File: src/rtl/tnbm_pkg.sv
package tnbm_pkg;

	// Q3.12 fixed point
	localparam int FRAC_BITS = 12;
	localparam int ONE       = 1 << FRAC_BITS;
	// tanh table: 64 equal segments over [0, 4)
	localparam int SEG_BITS  = 6;
	localparam int SPAN_BITS = FRAC_BITS + 2;
	localparam int FR_BITS   = SPAN_BITS - SEG_BITS;
	localparam int ACC_W     = 40;

	// operations
	localparam logic [2:0] OP_LOAD    = 3'd0;
	localparam logic [2:0] OP_FWD     = 3'd1;
	localparam logic [2:0] OP_OUTGRAD = 3'd2;
	localparam logic [2:0] OP_HIDGRAD = 3'd3;
	localparam logic [2:0] OP_UPDATE  = 3'd4;

	// result kinds
	localparam logic [1:0] KIND_ACT    = 2'd0;
	localparam logic [1:0] KIND_GRAD   = 2'd1;
	localparam logic [1:0] KIND_WEIGHT = 2'd2;

	// configuration register indexes
	localparam logic [1:0] REG_RATE   = 2'd0;
	localparam logic [1:0] REG_MOM    = 2'd1;
	localparam logic [1:0] REG_ACTIVE = 2'd2;

	// multiplier operand selects
	localparam logic [2:0] MS_VW = 3'd0; // input value * stored weight
	localparam logic [2:0] MS_LV = 3'd1; // link weight * next gradient
	localparam logic [2:0] MS_AA = 3'd2; // activation squared
	localparam logic [2:0] MS_ED = 3'd3; // (target - activation) * derivative
	localparam logic [2:0] MS_HD = 3'd4; // (sum >> F) * derivative
	localparam logic [2:0] MS_RI = 3'd5; // rate * stored input
	localparam logic [2:0] MS_PG = 3'd6; // previous product * gradient
	localparam logic [2:0] MS_MD = 3'd7; // momentum * old delta

	typedef struct packed {
		logic       latch;
		logic       use_cnt;
		logic       cnt_clr;
		logic       cnt_inc;
		logic       w_we;
		logic       d_we;
		logic       i_we;
		logic       upd;
		logic       mul_en;
		logic [2:0] mul_sel;
		logic       acc_add;
		logic       acc_clr;
		logic       d_ld;
		logic       t1_ld;
		logic       nd_ld;
		logic       grad_ld;
		logic       abs_ld;
		logic       act_ld;
		logic       out_ld;
		logic [1:0] out_src;
	} cmd_t;

	typedef struct packed {
		logic [2:0] op;
		logic       last;
		logic       ok;
		logic       n_zero;
		logic       cnt_last;
		logic       clr_done;
		logic       out_free;
	} sts_t;

	function automatic logic signed [15:0] sat16(input logic signed [47:0] v);
		logic signed [15:0] r;
		if (v > 48'sd32767)
			r = 16'sh7fff;
		else if (v < -48'sd32768)
			r = 16'sh8000;
		else
			r = v[15:0];
		return r;
	endfunction

	// tanh(4i/64) in Q12, rounded
	function automatic logic [12:0] tanh_pt(input logic [6:0] i);
		logic [12:0] r;
		case (i)
			7'd0:  r = 13'd0;
			7'd1:  r = 13'd256;
			7'd2:  r = 13'd509;
			7'd3:  r = 13'd759;
			7'd4:  r = 13'd1003;
			7'd5:  r = 13'd1240;
			7'd6:  r = 13'd1468;
			7'd7:  r = 13'd1686;
			7'd8:  r = 13'd1893;
			7'd9:  r = 13'd2088;
			7'd10: r = 13'd2272;
			7'd11: r = 13'd2443;
			7'd12: r = 13'd2602;
			7'd13: r = 13'd2748;
			7'd14: r = 13'd2884;
			7'd15: r = 13'd3007;
			7'd16: r = 13'd3119;
			7'd17: r = 13'd3222;
			7'd18: r = 13'd3315;
			7'd19: r = 13'd3399;
			7'd20: r = 13'd3475;
			7'd21: r = 13'd3543;
			7'd22: r = 13'd3604;
			7'd23: r = 13'd3659;
			7'd24: r = 13'd3707;
			7'd25: r = 13'd3751;
			7'd26: r = 13'd3790;
			7'd27: r = 13'd3825;
			7'd28: r = 13'd3856;
			7'd29: r = 13'd3883;
			7'd30: r = 13'd3908;
			7'd31: r = 13'd3929;
			7'd32: r = 13'd3949;
			7'd33: r = 13'd3966;
			7'd34: r = 13'd3981;
			7'd35: r = 13'd3994;
			7'd36: r = 13'd4006;
			7'd37: r = 13'd4016;
			7'd38: r = 13'd4026;
			7'd39: r = 13'd4034;
			7'd40: r = 13'd4041;
			7'd41: r = 13'd4048;
			7'd42: r = 13'd4053;
			7'd43: r = 13'd4058;
			7'd44: r = 13'd4063;
			7'd45: r = 13'd4067;
			7'd46: r = 13'd4070;
			7'd47: r = 13'd4073;
			7'd48: r = 13'd4076;
			7'd49: r = 13'd4078;
			7'd50: r = 13'd4080;
			7'd51: r = 13'd4082;
			7'd52: r = 13'd4084;
			7'd53: r = 13'd4085;
			7'd54: r = 13'd4086;
			7'd55: r = 13'd4088;
			7'd56: r = 13'd4089;
			7'd57: r = 13'd4089;
			7'd58: r = 13'd4090;
			7'd59: r = 13'd4091;
			7'd60: r = 13'd4091;
			7'd61: r = 13'd4092;
			7'd62: r = 13'd4092;
			7'd63: r = 13'd4093;
			7'd64: r = 13'd4093;
			default: r = 13'd4096;
		endcase
		return r;
	endfunction

endpackage

File: src/rtl/tnbm_ctrl.sv
module tnbm_ctrl (
	input  logic              clk,
	input  logic              arst_n,
	input  logic              in_valid,
	output logic              in_ready,
	input  tnbm_pkg::sts_t    sts,
	output tnbm_pkg::cmd_t    cmd
);

	localparam logic [4:0] ST_CLR   = 5'd0;
	localparam logic [4:0] ST_IDLE  = 5'd1;
	localparam logic [4:0] ST_DEC   = 5'd2;
	localparam logic [4:0] ST_W_WR  = 5'd3;
	localparam logic [4:0] ST_F_RD  = 5'd4;
	localparam logic [4:0] ST_F_MUL = 5'd5;
	localparam logic [4:0] ST_F_ACC = 5'd6;
	localparam logic [4:0] ST_T_ABS = 5'd7;
	localparam logic [4:0] ST_T_ACT = 5'd8;
	localparam logic [4:0] ST_EM_A  = 5'd9;
	localparam logic [4:0] ST_G_SQ  = 5'd10;
	localparam logic [4:0] ST_G_D   = 5'd11;
	localparam logic [4:0] ST_G_MUL = 5'd12;
	localparam logic [4:0] ST_G_SAT = 5'd13;
	localparam logic [4:0] ST_EM_G  = 5'd14;
	localparam logic [4:0] ST_H_MUL = 5'd15;
	localparam logic [4:0] ST_H_ACC = 5'd16;
	localparam logic [4:0] ST_U_RD  = 5'd17;
	localparam logic [4:0] ST_U_M1  = 5'd18;
	localparam logic [4:0] ST_U_M2  = 5'd19;
	localparam logic [4:0] ST_U_M3  = 5'd20;
	localparam logic [4:0] ST_U_ND  = 5'd21;
	localparam logic [4:0] ST_U_WR  = 5'd22;

	logic [4:0] state_q;
	logic [4:0] state_nx;

	assign in_ready = (state_q == ST_IDLE);

	always_comb begin
		cmd = '0;
		state_nx = state_q;
		case (state_q)
			ST_CLR: begin
				cmd.use_cnt = 1'b1;
				cmd.d_we = 1'b1;
				if (sts.clr_done) begin
					cmd.cnt_clr = 1'b1;
					state_nx = ST_IDLE;
				end else begin
					cmd.cnt_inc = 1'b1;
				end
			end
			ST_IDLE: begin
				cmd.latch = in_valid;
				if (in_valid)
					state_nx = ST_DEC;
			end
			ST_DEC: begin
				case (sts.op)
					tnbm_pkg::OP_LOAD:    state_nx = ST_W_WR;
					tnbm_pkg::OP_FWD:     state_nx = ST_F_RD;
					tnbm_pkg::OP_OUTGRAD: state_nx = ST_G_SQ;
					tnbm_pkg::OP_HIDGRAD: state_nx = ST_H_MUL;
					tnbm_pkg::OP_UPDATE: begin
						cmd.cnt_clr = 1'b1;
						state_nx = sts.n_zero ? ST_IDLE : ST_U_RD;
					end
					default: state_nx = ST_IDLE;
				endcase
			end
			ST_W_WR: begin
				cmd.w_we = sts.ok;
				cmd.d_we = sts.ok;
				state_nx = ST_IDLE;
			end
			ST_F_RD: begin
				cmd.i_we = sts.ok;
				state_nx = ST_F_MUL;
			end
			ST_F_MUL: begin
				cmd.mul_en = 1'b1;
				cmd.mul_sel = tnbm_pkg::MS_VW;
				state_nx = ST_F_ACC;
			end
			ST_F_ACC: begin
				cmd.acc_add = sts.ok;
				state_nx = sts.last ? ST_T_ABS : ST_IDLE;
			end
			ST_T_ABS: begin
				cmd.abs_ld = 1'b1;
				state_nx = ST_T_ACT;
			end
			ST_T_ACT: begin
				cmd.act_ld = 1'b1;
				state_nx = ST_EM_A;
			end
			ST_EM_A: begin
				if (sts.out_free) begin
					cmd.out_ld = 1'b1;
					cmd.out_src = tnbm_pkg::KIND_ACT;
					state_nx = ST_IDLE;
				end
			end
			ST_G_SQ: begin
				cmd.mul_en = 1'b1;
				cmd.mul_sel = tnbm_pkg::MS_AA;
				state_nx = ST_G_D;
			end
			ST_G_D: begin
				cmd.d_ld = 1'b1;
				state_nx = ST_G_MUL;
			end
			ST_G_MUL: begin
				cmd.mul_en = 1'b1;
				cmd.mul_sel = (sts.op == tnbm_pkg::OP_HIDGRAD) ? tnbm_pkg::MS_HD
					: tnbm_pkg::MS_ED;
				state_nx = ST_G_SAT;
			end
			ST_G_SAT: begin
				cmd.grad_ld = 1'b1;
				cmd.acc_clr = (sts.op == tnbm_pkg::OP_HIDGRAD);
				state_nx = ST_EM_G;
			end
			ST_EM_G: begin
				if (sts.out_free) begin
					cmd.out_ld = 1'b1;
					cmd.out_src = tnbm_pkg::KIND_GRAD;
					state_nx = ST_IDLE;
				end
			end
			ST_H_MUL: begin
				cmd.mul_en = 1'b1;
				cmd.mul_sel = tnbm_pkg::MS_LV;
				state_nx = ST_H_ACC;
			end
			ST_H_ACC: begin
				cmd.acc_add = 1'b1;
				state_nx = sts.last ? ST_G_SQ : ST_IDLE;
			end
			ST_U_RD: begin
				cmd.use_cnt = 1'b1;
				state_nx = ST_U_M1;
			end
			ST_U_M1: begin
				cmd.use_cnt = 1'b1;
				cmd.mul_en = 1'b1;
				cmd.mul_sel = tnbm_pkg::MS_RI;
				state_nx = ST_U_M2;
			end
			ST_U_M2: begin
				cmd.use_cnt = 1'b1;
				cmd.mul_en = 1'b1;
				cmd.mul_sel = tnbm_pkg::MS_PG;
				state_nx = ST_U_M3;
			end
			ST_U_M3: begin
				cmd.use_cnt = 1'b1;
				cmd.t1_ld = 1'b1;
				cmd.mul_en = 1'b1;
				cmd.mul_sel = tnbm_pkg::MS_MD;
				state_nx = ST_U_ND;
			end
			ST_U_ND: begin
				cmd.use_cnt = 1'b1;
				cmd.nd_ld = 1'b1;
				state_nx = ST_U_WR;
			end
			ST_U_WR: begin
				cmd.use_cnt = 1'b1;
				if (sts.out_free) begin
					cmd.upd = 1'b1;
					cmd.w_we = 1'b1;
					cmd.d_we = 1'b1;
					cmd.out_ld = 1'b1;
					cmd.out_src = tnbm_pkg::KIND_WEIGHT;
					if (sts.cnt_last) begin
						state_nx = ST_IDLE;
					end else begin
						cmd.cnt_inc = 1'b1;
						state_nx = ST_U_RD;
					end
				end
			end
			default: state_nx = ST_IDLE;
		endcase
	end

	always_ff @(posedge clk or negedge arst_n) begin
		if (!arst_n)
			state_q <= ST_CLR;
		else
			state_q <= state_nx;
	end

	a_accept_decodes: assert property (@(posedge clk) disable iff (!arst_n)
		in_valid && in_ready |=> state_q == ST_DEC)
		else $error("accepted request not decoded");

	a_out_free: assert property (@(posedge clk) disable iff (!arst_n)
		cmd.out_ld |-> sts.out_free)
		else $error("result loaded over a pending result");

	a_acc_single: assert property (@(posedge clk) disable iff (!arst_n)
		$onehot0({cmd.acc_add, cmd.acc_clr, cmd.act_ld}))
		else $error("conflicting accumulator commands");

	a_walk_next: assert property (@(posedge clk) disable iff (!arst_n)
		state_q == ST_U_WR && cmd.out_ld && !sts.cnt_last |=> state_q == ST_U_RD)
		else $error("update walk stopped early");

endmodule

File: config.mk
export PLATFORM = sky130hd
export DESIGN_NAME = tnbm_ctrl
export DESIGN_NICKNAME = d
export VERILOG_FILES = /design/src/rtl/tnbm_pkg.sv /design/src/rtl/tnbm_ctrl.sv
export SDC_FILE = /design/constraint.sdc
export NUM_CORES = 1
export LEC_CHECK = 0
export BUFFER_PORTS_ARGS = -buffer_cell sky130_fd_sc_hd__buf_4
export CORE_MARGIN = 2
export CORE_UTILIZATION = 49
export DETAILED_ROUTE_END_ITERATION = 6
export PLACE_DENSITY = 0.78
export SYNTH_ARGS = -nofsm -noshare
export SYNTH_HDL_FRONTEND = slang
export SYNTH_SLANG_ARGS = --single-unit
File: constraint.sdc
create_clock -name clk -period 2.4 [get_ports clk]
set_clock_uncertainty 0.1 [all_clocks]
set_input_delay 0.36 -clock clk [delete_from_list [all_inputs] [get_ports clk]]
set_output_delay 0.36 -clock clk [all_outputs]
set_load 0.05 [all_outputs]
# --- Yosys cells after proc, flatten, opt, wreduce, memory -nomap -nowiden ---
# Cells that the tools add are included.
classes:
  n_mux: 38
  eq_ne: 30
  reduce_logical: 5
op_table:
  columns: ["cell", "n"]
  rows:
  - ["$pmux 5 s21", 1]
  - ["$eq 5x4->1 const B", 8]
  - ["$eq 5x5->1 const B", 7]
  - ["$mux 5", 6]
  - ["$pmux 4 s7", 1]
  - ["$pmux 5 s5", 1]
  - ["$eq 5x3->1 const B", 4]
  - ["$mux 3", 6]
  - ["$mux 1", 16]
  - ["$eq 5x2->1 const B", 2]
  - ["$pmux 3 s3", 1]
  - ["$pmux 1 s2", 4]
  - ["$reduce_or 7->1", 1]
  - ["$eq 3x2->1 const B", 2]
  - ["$ne 2x2->1 const B", 3]
  - ["$eq 5x1->1 const B", 1]
  - ["$logic_not 5->1", 1]
  - ["$mux 4", 1]
  - ["$reduce_and 4->1", 1]
  - ["$eq 3x1->1 const B", 1]
  - ["$eq 3x3->1 const B", 1]
  - ["$logic_not 3->1", 1]
  - ["$pmux 1 s3", 1]
  - ["$ne 2x1->1 const B", 1]
  - ["$reduce_or 2->1", 1]
word_totals:
  in_bits: 12
  output_inout_bits: 24
  ff_bits: 5

# --- Longest topological paths before layout ---
depth:
  depth_word: 4
  mapped_depth: 8

# --- Worst setup path before layout ---
# OpenSTA, ideal clock, no wires.
synth_path:
  path_kind: "register to output"
  startpoint: "reg state_q[2]"
  endpoint: "out cmd[22] in the netlist's numbering"
  path_buffers: 1
  required_time_ps: 1940
  arrival_time_ps: 2538
  path_slack_ps: -598
  stages_incl_launch_ff: 5
  cell_sequence: "dfrtp_1 buf_6 or3b_4 nor3_1 and2_1"
synth_rtl:
  columns: ["item", "line", "rtl"]
  rows:
  - ["from (decl)", "tnbm_ctrl.sv:34", "logic [4:0] state_q;"]
  - ["from (signal assigned)", "tnbm_ctrl.sv:192", "state_q <= state_nx;"]
  - ["to (decl)", "tnbm_ctrl.sv:7", "output tnbm_pkg::cmd_t cmd"]

==> run_results.csv <==
group,metric,value,unit
run_status,run_status,"finished clean",
global_routing,antenna_found_initial,0,
clock_tree,clock-sinks,5,
logic_synthesis,yosys.area.top_type,"dfrtp_1",
worst_setup_path,critical_path.max_stage_delay,470,ps
logic_synthesis,ys_seq_area_frac,0.128,
floorplanning,coreArea,1920,um2
logic_synthesis,synth_flop_cell,"dfrtp_1",
worst_setup_path,critPathRequiredTime,1940,ps
clock_tree,cts_tree,"built",
logic_synthesis,syn_nets,161,
clock_tree,clkLatencyLatePin,260,ps
placement,port_buffers,35,
timing,worst_pin_slew,375,ps
logic_synthesis,yosys.cell_types.count,48,
logic_synthesis,synth_warnings,0,
placement,routabilityCongestion,0.878,
placement,hpwl,2.34,mm
timing,fin_crit,2300,ps
global_routing,grt_pass1_vias,1122,
cells_and_area,final_area,1350,um2
worst_setup_path,crit_path_end_kind,"output port",
clock_tree,cts_buffer_depth,2,
timing,slew_violations,0,
logic_synthesis,ys_top_cells_by_area,"dfrtp_1 (13%), a21oi_1 (6.6%), nand2_1 (6.5%)",
floorplanning,die-area,2370,um2
logic_synthesis,synth_cells,149,
worst_setup_path,reg2reg_slack,390,ps
timing,min_period_over_period,0.960,
logic_synthesis,synth_compound_area_frac,0.336,
clock_tree,cts_buffers,3,
route,drt_wl_total,3.02,mm
cells_and_area,largest_reg_flops,5,
global_routing,grt_max_degree,18,
global_routing,grt_usage,0.277,
clock_tree,cts.clk_slew.worst_paths,40,ps
worst_setup_path,r2r_end,"state_q[1]$_DFFE_PN0P_",
worst_setup_path,r2r-start,"state_q[3]$_DFFE_PN0P_",
worst_setup_path,ff2ff_path_depth,6,
route,wl_per_cell,14.3,um
cells_and_area,regMostFlops,"state_q",
run,cap_violations,0,
cells_and_area,final_core_util,0.703,
logic_synthesis,synth-simple-area-share,0.404,
logic_synthesis,synthArstFlopShare,1.00,
worst_setup_path,path_class,"flip-flop to output port",
timing,hold_viol_final,0,
timing,setup_violations,0,
timing,whs,292,ps
route,drc,0,
logic_synthesis,synth_xor_area_frac,0.0268,
logic_synthesis,yosys.area_share.adder,0,
logic_synthesis,syn_area,980,um2
cells_and_area,antenna_cells,0,
global_routing,grt_pass1_wl,5.24,mm
floorplanning,die_h,48.7,um
logic_synthesis,synth_edf_count,0,
logic_synthesis,synth.avg_cell_area,6.58,um2
placement,placed_area,1300,um2
worst_setup_path,critPathArrivalTime,1840,ps
timing,rsz0062_at_grt,"no",
pwr,power.density,1200,nW/um2
worst_setup_path,crit_top_cell,"buf_4",
worst_setup_path,cp-start-kind,"flip-flop",
worst_setup_path,path_max_fanout,12,
logic_synthesis,muxShareOfSynthArea,0.0102,
floorplanning,start_util,0.510,
logic_synthesis,synth_top_family_by_area,"simple AND/OR/NAND/NOR gates",
pwr,p_leak,0.605,nW
route,ant_nets,0,
timing,setup-tns-final,0,ps
timing,max_freq,434,MHz
worst_setup_path,endpoint,"cmd[11]",
cells_and_area,layout-area-overhead-vs-synth,37.9,%
route,vias,1236,
cells_and_area,fin_nets,197,
cells_and_area,drive_gt1_frac,0.370,
cells_and_area,top_regs,"state_q (5)",
logic_synthesis,netlist.area_leader.share,0.128,
pwr,ir_worst_vdd,0.766,mV
route,drtIter0Drc,20,
floorplanning,io_pins,36,
pwr,power,0.00162,W
floorplanning,num_rows,16,
logic_synthesis,ys_seq_elements,5,
clock_tree,h-tree-depth,1,
clock_tree,cts_root_buffer,"clkbuf_4",
timing,slew_headroom,0.743,
global_routing,grt.overflow.total,0,
worst_setup_path,crit_slowest_cell,"dfrtp_1",
worst_setup_path,crit_start,"state_q[3]$_DFFE_PN0P_",
worst_hold_path,hp-class,"primary input to flip-flop",
route,via_per_inst,5.86,
route,dr.pass1.iters,4,
worst_setup_path,path_cells,"buf_4, nand2b_1, a21oi_2, a31oi_1, o22ai_1, buf_4",
floorplanning,die_w,48.7,um
-- metal layers --
layer / global-route usage / vias up / wire (um)
met5: 0 / - / 0
met4: 0.0714 / 0 / 49
met3: 0.0556 / 6 / 172
met2: 0.470 / 53 / 1460
met1: 0.356 / 566 / 1330
li1: - / 611 / -
-- how the worst min path moves through the flow --
stage	start	endpoint	slack, ps	depth (start not counted)
detailed placement	arst_n	state_q[3]$_DFFE_PN0P_	60	1
global placement	arst_n	state_q[3]$_DFFE_PN0P_	60	1
floorplan	arst_n	state_q[0]$_DFFE_PN0P_	-40	0
CTS	sts[7]	state_q[3]$_DFFE_PN0P_	300	3
finish	sts[7]	state_q[3]$_DFFE_PN0P_	290	3
global route	sts[7]	state_q[3]$_DFFE_PN0P_	320	3
-- logic make-up after synthesis --
logic type      count (synthesis)
buf+inv                        19
mux                             1
compound gates                 49
xor+xnor                        3
simple gates                   72
flops                           5
-- layout by cell type, fill, tap and decap left out, drive strengths merged, types with 3 or more instances in the layout --
| master | Yosys | layout |
|---|---|---|
| nand2b | 6 | 6 |
| nand3 | 6 | 6 |
| nor2b | 4 | 4 |
| inv | 5 | 5 |
| o31ai | 3 | 3 |
| a211oi | 3 | 3 |
| nand2 | 17 | 17 |
| a31oi | 3 | 3 |
| and2 | 3 | 3 |
| o22ai | 3 | 3 |
| xnor2 | 3 | 3 |
| buf | 12 | 44 |
| nor2 | 16 | 16 |
| o21ai | 7 | 7 |
| dfrtp | 5 | 5 |
| clkbuf | 2 | 4 |
| nor3 | 8 | 8 |
| a21oi | 13 | 13 |
| nand3b | 3 | 3 |
-- per-stage QoR --
| stage | instances | worst slack [ps] |
|---|---|---|
| floorplan | 149 | -122 |
| global placement | 206 | 350 |
| detailed placement | 206 | 329 |
| CTS | 211 | 48.3 |
| global route | 211 | 13.9 |
| finish | 211 | 97.1 |
-- synth_stat cells (all sizes together) (4+ instances only) --
| master | count |
|---|---|
| dfrtp | 5 |
| nor2b | 4 |
| nor3 | 8 |
| nand2 | 17 |
| nand3 | 6 |
| buf | 12 |
| inv | 5 |
| nand2b | 6 |
| o21ai | 7 |
| a21oi | 13 |
| nor2 | 16 |
-- layout make-up --
| cell class | instances | area (um2) |
|---|---|---|
| inverter | 5 | 18.8 |
| timing repair buffer | 45 | 344 |
| fill | 176 | 571 |
| tap | 27 | 33.8 |
| clock buffer | 4 | 26.3 |
| multi-input combinational | 125 | 800 |
| sequential | 5 | 129 |
-- worst max-delay path, delay by kind of cell (launching register included) --
family | cells | cell delay (ps)
flip-flops | 1 | 470
buffers and inverters | 2 | 460
AND/OR/NAND/NOR | 1 | 270
AO/OA/AOI/OAI | 3 | 380
-- where the power goes --
group	switching, W	internal (W)	total [W]
Sequential	0.0000831	0.000120	0.000203
Clock	0.0000429	0.0000634	0.000106
Combinational	0.000810	0.000498	0.00131
Total	0.000936	0.000682	0.00162
-- timing repair --
item	4_1_cts	5_1_grt
setup buffers	0	0
endpoints found under the hold margin	5	0
hold buffers	1	0
setup endpoints to repair	0	6
gates resized for setup	0	7
Power figures use the tool's default switching activity.
